[config.mk]
export PLATFORM = sky130hd
export DESIGN_NAME = sab_ctrl
export DESIGN_NICKNAME = d
export VERILOG_FILES = /design/src/rtl/sab_pkg.sv /design/src/rtl/sab_ctrl.sv
export SDC_FILE = /design/constraint.sdc
export NUM_CORES = 1
export LEC_CHECK = 0
export BUFFER_PORTS_ARGS = -buffer_cell sky130_fd_sc_hd__buf_2
export CORE_ASPECT_RATIO = 0.8
export CORE_MARGIN = 1
export CORE_UTILIZATION = 36
export CTS_CLUSTER_SIZE = 40
export DETAILED_ROUTE_END_ITERATION = 7
export PLACE_DENSITY = 0.55
export SYNTH_ARGS = -nofsm -noshare
export SYNTH_HDL_FRONTEND = slang
export SYNTH_SLANG_ARGS = --single-unit
export TNS_END_PERCENT = 50
[constraint.sdc]
create_clock -name clk -period 1.9 [get_ports clk]
set_input_delay 0.19 -clock clk [delete_from_list [all_inputs] [get_ports clk]]
set_output_delay 0.19 -clock clk [all_outputs]
set_load 0.03 [all_outputs]
[src/rtl/sab_pkg.sv]
// ----------------------------------------------------------------------------
// Suffix automaton builder package
// Field widths, default sizes, datapath command codes and status bundle.
// ----------------------------------------------------------------------------
package sab_pkg;

    localparam int SYMBOL_W     = 5;
    localparam int STATE_W      = 11;
    localparam int NEWSUB_W     = 11;
    localparam int TOTAL_W      = 20;
    localparam int DEF_MAX_LEN  = 1024;
    localparam int DEF_ALPHABET = 26;

    typedef enum logic [4:0] {
        OP_NOP,
        OP_LATCH,
        OP_CLR,
        OP_ALLOC,
        OP_LEN_CUR,
        OP_CLR_CUR,
        OP_W1_RD,
        OP_W1_EX,
        OP_RD_LQ,
        OP_CMP,
        OP_CL_LINK,
        OP_CL_LQ,
        OP_CL_LC,
        OP_COPY,
        OP_COPY_TAIL,
        OP_W2_RD,
        OP_W2_EX,
        OP_FIN,
        OP_SKIP
    } op_t;

    typedef struct packed {
        logic start;
        logic sym_ok;
        logic full;
        logic j_last;
        logic tr_zero;
        logic tr_is_q;
        logic link_zero;
        logic len_match;
        logic out_busy;
    } stat_t;

endpackage

[src/rtl/sab_ctrl.sv]
// ----------------------------------------------------------------------------
// Suffix automaton controller
// Sequences allocation, row clears, suffix-link walks and state clones.
// ----------------------------------------------------------------------------
module sab_ctrl (
    input  logic           clk,
    input  logic           rst_n,
    input  logic           in_valid,
    output logic           in_ready,
    input  sab_pkg::stat_t stat,
    output sab_pkg::op_t   op
);
    import sab_pkg::*;

    typedef enum logic [4:0] {
        S_INIT, S_IDLE, S_DECIDE, S_CLR, S_CHECK, S_SKIP, S_ALLOC, S_LEN_CUR,
        S_CLR_CUR, S_W1_RD, S_W1_EX, S_RD_LQ, S_CMP, S_CL_LINK, S_CL_LQ,
        S_CL_LC, S_COPY, S_COPY_TAIL, S_W2_RD, S_W2_EX, S_FIN
    } state_t;

    state_t state_reg, state_next;

    always_comb
    begin
        state_next = state_reg;
        op         = OP_NOP;
        in_ready   = 1'b0;
        unique case (state_reg)
            S_INIT:
            begin
                op = OP_CLR;
                if (stat.j_last)
                begin
                    state_next = S_IDLE;
                end
            end
            S_IDLE:
            begin
                in_ready = 1'b1;
                if (in_valid)
                begin
                    op         = OP_LATCH;
                    state_next = S_DECIDE;
                end
            end
            S_DECIDE:
            begin
                if (stat.start)
                begin
                    state_next = S_CLR;
                end
                else if (stat.full || !stat.sym_ok)
                begin
                    state_next = S_SKIP;
                end
                else
                begin
                    state_next = S_ALLOC;
                end
            end
            S_CLR:
            begin
                op = OP_CLR;
                if (stat.j_last)
                begin
                    state_next = S_CHECK;
                end
            end
            S_CHECK:
            begin
                state_next = stat.sym_ok ? S_ALLOC : S_SKIP;
            end
            S_SKIP:
            begin
                if (!stat.out_busy)
                begin
                    op         = OP_SKIP;
                    state_next = S_IDLE;
                end
            end
            S_ALLOC:
            begin
                op         = OP_ALLOC;
                state_next = S_LEN_CUR;
            end
            S_LEN_CUR:
            begin
                op         = OP_LEN_CUR;
                state_next = S_CLR_CUR;
            end
            S_CLR_CUR:
            begin
                op = OP_CLR_CUR;
                if (stat.j_last)
                begin
                    state_next = S_W1_RD;
                end
            end
            S_W1_RD:
            begin
                op         = OP_W1_RD;
                state_next = S_W1_EX;
            end
            S_W1_EX:
            begin
                op = OP_W1_EX;
                if (!stat.tr_zero)
                begin
                    state_next = S_RD_LQ;
                end
                else if (stat.link_zero)
                begin
                    state_next = S_FIN;
                end
                else
                begin
                    state_next = S_W1_RD;
                end
            end
            S_RD_LQ:
            begin
                op         = OP_RD_LQ;
                state_next = S_CMP;
            end
            S_CMP:
            begin
                op         = OP_CMP;
                state_next = stat.len_match ? S_FIN : S_CL_LINK;
            end
            S_CL_LINK:
            begin
                op         = OP_CL_LINK;
                state_next = S_CL_LQ;
            end
            S_CL_LQ:
            begin
                op         = OP_CL_LQ;
                state_next = S_CL_LC;
            end
            S_CL_LC:
            begin
                op         = OP_CL_LC;
                state_next = S_COPY;
            end
            S_COPY:
            begin
                op = OP_COPY;
                if (stat.j_last)
                begin
                    state_next = S_COPY_TAIL;
                end
            end
            S_COPY_TAIL:
            begin
                op         = OP_COPY_TAIL;
                state_next = S_W2_RD;
            end
            S_W2_RD:
            begin
                op         = OP_W2_RD;
                state_next = S_W2_EX;
            end
            S_W2_EX:
            begin
                op = OP_W2_EX;
                if (stat.tr_is_q && !stat.link_zero)
                begin
                    state_next = S_W2_RD;
                end
                else
                begin
                    state_next = S_FIN;
                end
            end
            S_FIN:
            begin
                if (!stat.out_busy)
                begin
                    op         = OP_FIN;
                    state_next = S_IDLE;
                end
            end
            default:
            begin
                state_next = S_INIT;
            end
        endcase
    end

    always_ff @(posedge clk or negedge rst_n)
    begin
        if (!rst_n)
        begin
            state_reg <= S_INIT;
        end
        else
        begin
            state_reg <= state_next;
        end
    end
endmodule
Word level (Yosys, flattened, before mapping). Index checks and enable logic that the tools add are counted.

Logic and storage cells: 54. Register bits: 5.

Equality and inequality tests: 26. Mux-type cells: 19. Reduce and logical (&&, ||, !) cells: 8.

Operators by type and width (count): one-hot mux 5 bit (20 select lines) (1); one-hot mux 5 bit (18 select lines) (1); two-way mux 5 bit (11); equality test 5 x 4 -> 1 bit, second input constant (8); equality test 5 bit, second input constant (5); equality test 5 x 3 -> 1 bit, second input constant (4); inequality test 2 bit, second input constant (6); equality test 5 x 2 -> 1 bit, second input constant (2); two-way mux 3 bit (2); AND reduction 6 bit (1); equality test 5 x 1 -> 1 bit, second input constant (1); logical NOT 5 bit (1); two-way mux 2 bit (2); OR reduction 2 bit (2); logical NOT 1 bit (2); two-way mux 1 bit (2); logical AND 1 bit (1); logical OR 1 bit (1).

Longest topological paths before layout.
Depth after elaboration: 5. Mapped depth: 7.

Least setup slack after synthesis. No wires, ideal clock.

Kind: register to output. Start point: reg state_reg[1]. End point: out op[1]. Cell stages (with the launch flop): 7. Required time: 1710 ps. Path slack: 36 ps. Arrival time: 1674 ps. Buffers on the path: 2. Cell sequence: dfrtp_1 -> buf_4 -> buf_2 -> nor3_1 -> a21o_1 -> a22oi_1 -> o21ai_0.

Word-level cells in the longest chain between the ends: 3.

RTL lines: start: declaration (RTL line sab_ctrl.sv:21) `state_t state_reg, state_next;`; start signal: assignment (RTL line sab_ctrl.sv:198) `state_reg <= state_next;`; equality test 5 x 2 -> 1 bit or logical NOT 5 bit (tied branches) (RTL line sab_ctrl.sv:28) `unique case (state_reg)`; OR reduction 2 bit (no line); one-hot mux 5 bit (18 select lines) (*) (RTL line sab_ctrl.sv:28); end: declaration (RTL line sab_ctrl.sv:11) `output sab_pkg::op_t op`.

Every way passes the cells marked *; elsewhere a longest branch is shown, timed or not.

Worst setup path in the final report.
Start point: reg state_reg[0]. End point: out op[4].

The elaborated chain is that of the path after synthesis.

==> impl_metrics.tcl <==
set metrics [dict create \
    status "complete, no violations" \
    synth-edff-count 0 \
    ys_seq_elements 5 \
    synth_async_sr_flop_share_pct 100 \
    cts.clk_slew.worst_paths_ns 0.06 \
    ys.flop_type "dfrtp_1" \
    nNetsFinal 141 \
    route.detailed.drc 0 \
    synth_area_um2 768 \
    finalWirelength_mm 2.05 \
    maxSlewHeadroom_pct 80.4 \
    hpwl_mm 1.50 \
    regArea_um2 131 \
    wire_per_inst_um 13.5 \
    largest_reg_flops 5 \
    cts_made_buffers 3 \
    critPathKind "reg2out" \
    grt_pass1_wl_mm 3.29 \
    syn-num-nets 119 \
    htree_num_levels 1 \
    die_y_um 43.3 \
    insertion_delay_ns 0.26 \
    syn_inst 107 \
    ios 18 \
    min_period_ns 1.81 \
    avgViaCountPerCell 5.51 \
    cts-root-buf "clkbuf_4" \
    finalSetupViolations 0 \
    grt_max_degree 18 \
    cp-start-kind "flip-flop" \
    drtIter0Drc 31 \
    ys_seq_area_share_pct 16.3 \
    cp_slowest_stage_delay_ns 0.44 \
    timing.final.crit_share_pct 95.5 \
    fillers 190 \
    die_w_um 53.6 \
    multiInputGateArea_um2 574 \
    hp-class "in2reg" \
    syn_avg_cell_area_um2 7.18 \
    crit_fanout 7 \
    p_per_area_nw_per_um2 1910 \
    ant_nets 0 \
    ys_warn_count 0 \
    finalSetupTns_ns 0 \
    layout.cells.non_filler 152 \
    vdd_drop_max_uv 874 \
    core_region_area_um2 1940 \
    crit_buf_inv 1 \
    grt_pass1_vias 709 \
    crit_slowest_cell "dfrtp_2" \
    synth_top_area_share_pct 16.3 \
    layout-drive-gt1-share_pct 32.8 \
    place_congestion 0.808 \
    grt_usage_pct 20.0 \
    rows 14 \
    dieArea_um2 2320 \
    diodes 0 \
    rsz0062_at_grt "yes" \
    cts.sinks 5 \
    yosys.area.top_type "dfrtp_1" \
    max_freq_mhz 551 \
    tritoncts "built" \
    clockBufferDepth 2 \
    slew_violations 0 \
    ys_types 38 \
    skew_ns 0.0148 \
    worst_slew_pin_slew_ns 0.294 \
    critPathTopFamily "simple AND/OR/NAND/NOR gates" \
    antenna_found_initial 0 \
    area_delta_synth_final_pct 21.5 \
    initial_core_util_pct 39.5 \
    dr.pass1.iters 4 \
    crit_chain "or2_4 > nor3b_1 > o21ai_0 > a21oi_1 > clkbuf_4" \
    vias 838 \
    placedCellCount 144 \
    leakage_nw 0.398 \
    synth_area_leaders "dfrtp_1 (16%), a21oi_1 (7.8%), o21ai_0 (6.5%)" \
    required_ns 1.71 \
    cap_violations 0 \
    hold_viol_final 0 \
    io_buffer_count 17 \
    endpoint_kind "output port" \
    grt_overflow 0 \
    arrival_ns 1.62 \
]
## where the power goes
| group | internal, mW | switching (mW) |
|---|---|---|
| Clock | 0.0800 | 0.0543 |
| Combinational | 0.580 | 0.764 |
| Sequential | 0.165 | 0.138 |
## cell type report
class	instances	share of cell area [%]
Clock buffer	4	2.82
Inverter	3	1.21
Multi-Input combinational cell	90	61.5
Sequential cell	5	14.1
Tap cell	24	3.22
Timing Repair Buffer	26	17.2
## cell families (layout without fill, tap and decap cells)
kind of cell / Yosys count / count (layout) / share of synthesized area [%]
compound gates: 42 / 42 / 34.5
simple gates: 44 / 44 / 33.7
xor+xnor: 2 / 2 / 2.28
mux: 2 / 2 / 3.91
flops: 5 / 5 / 16.3
buf+inv: 12 / 33 / 9.28
## worst min-delay path, cell delays in order
cell	delay [ns]
buf_2	0.08
nand3b_1	0.10
o21ai_1	0.07
## what timing repair did
action	CTS	global route
endpoints found under the setup margin	2	3
hold endpoints to repair	5	0
setup buffers	3	0
pin swaps	0	1
hold buffers	1	0
gates resized for setup	1	8
## cells in the mapped netlist, types with 3 or more instances
master    instances
nor3b_1           3
nand2_1          10
nor2b_1           4
inv_1             3
dfrtp_1           5
buf_2             3
nand2b_1          7
nand3b_1          3
a31oi_1           3
a21oi_1          12
buf_4             4
o21ai_0          10
nor2_1            8
## through the flow
stage          worst slack, ns  util [%]  instance area (um^2)  power (mW)  hold WS (ns)
3_5_place_dp             0.157      44.3                   861        1.56       0.00890
6_report                0.0862      48.0                   933        1.78         0.220
2_1_floorplan           0.0364         -                   768        1.30        -0.106
3_3_place_gp            0.0977      44.3                   861        1.58       0.00828
5_1_grt               -0.00224      48.0                   933        1.95         0.235
4_1_cts                0.00768      47.4                   921        1.74         0.220
## final timing paths
| path | startpoint | endpoint | slack, ns | cells after the start |
|---|---|---|---|---|
| worst min-delay path | stat[5] | state_reg[1]$_DFFE_PN0P_ | 0.22 | 3 |
| min in group asynchronous | rst_n | state_reg[1]$_DFFE_PN0P_ | 0.29 | 2 |
| max in group asynchronous | rst_n | state_reg[0]$_DFFE_PN0P_ | 1.45 | 2 |
| worst max-delay path | state_reg[0]$_DFFE_PN0P_ | op[4] | 0.09 | 5 |
| worst max register to register | state_reg[1]$_DFFE_PN0P_ | state_reg[0]$_DFFE_PN0P_ | 0.20 | 6 |
| worst min register to register | state_reg[4]$_DFFE_PN0P_ | state_reg[3]$_DFFE_PN0P_ | 0.60 | 1 |
## routing by layer
metal	up-vias	wire, um	global-route usage [%]
met2	14	935	25.8
met5	-	0	0
li1	427	-	-
met1	393	1030	31.7
met4	0	45	11.6
met3	4	36	1.08
## cell usage in the layout, fill, tap and decap left out, types with 3 or more instances in the layout
master / count
a21oi_1: 12
a31oi_1: 3
buf_2: 15
buf_4: 9
clkbuf_4: 4
dfrtp_2: 5
inv_1: 3
nand2_1: 10
nand2b_1: 7
nand3b_1: 3
nor2_1: 7
nor2b_1: 4
nor3b_1: 3
o21ai_0: 9
o21ai_1: 3
Power figures use the tool's default switching activity.
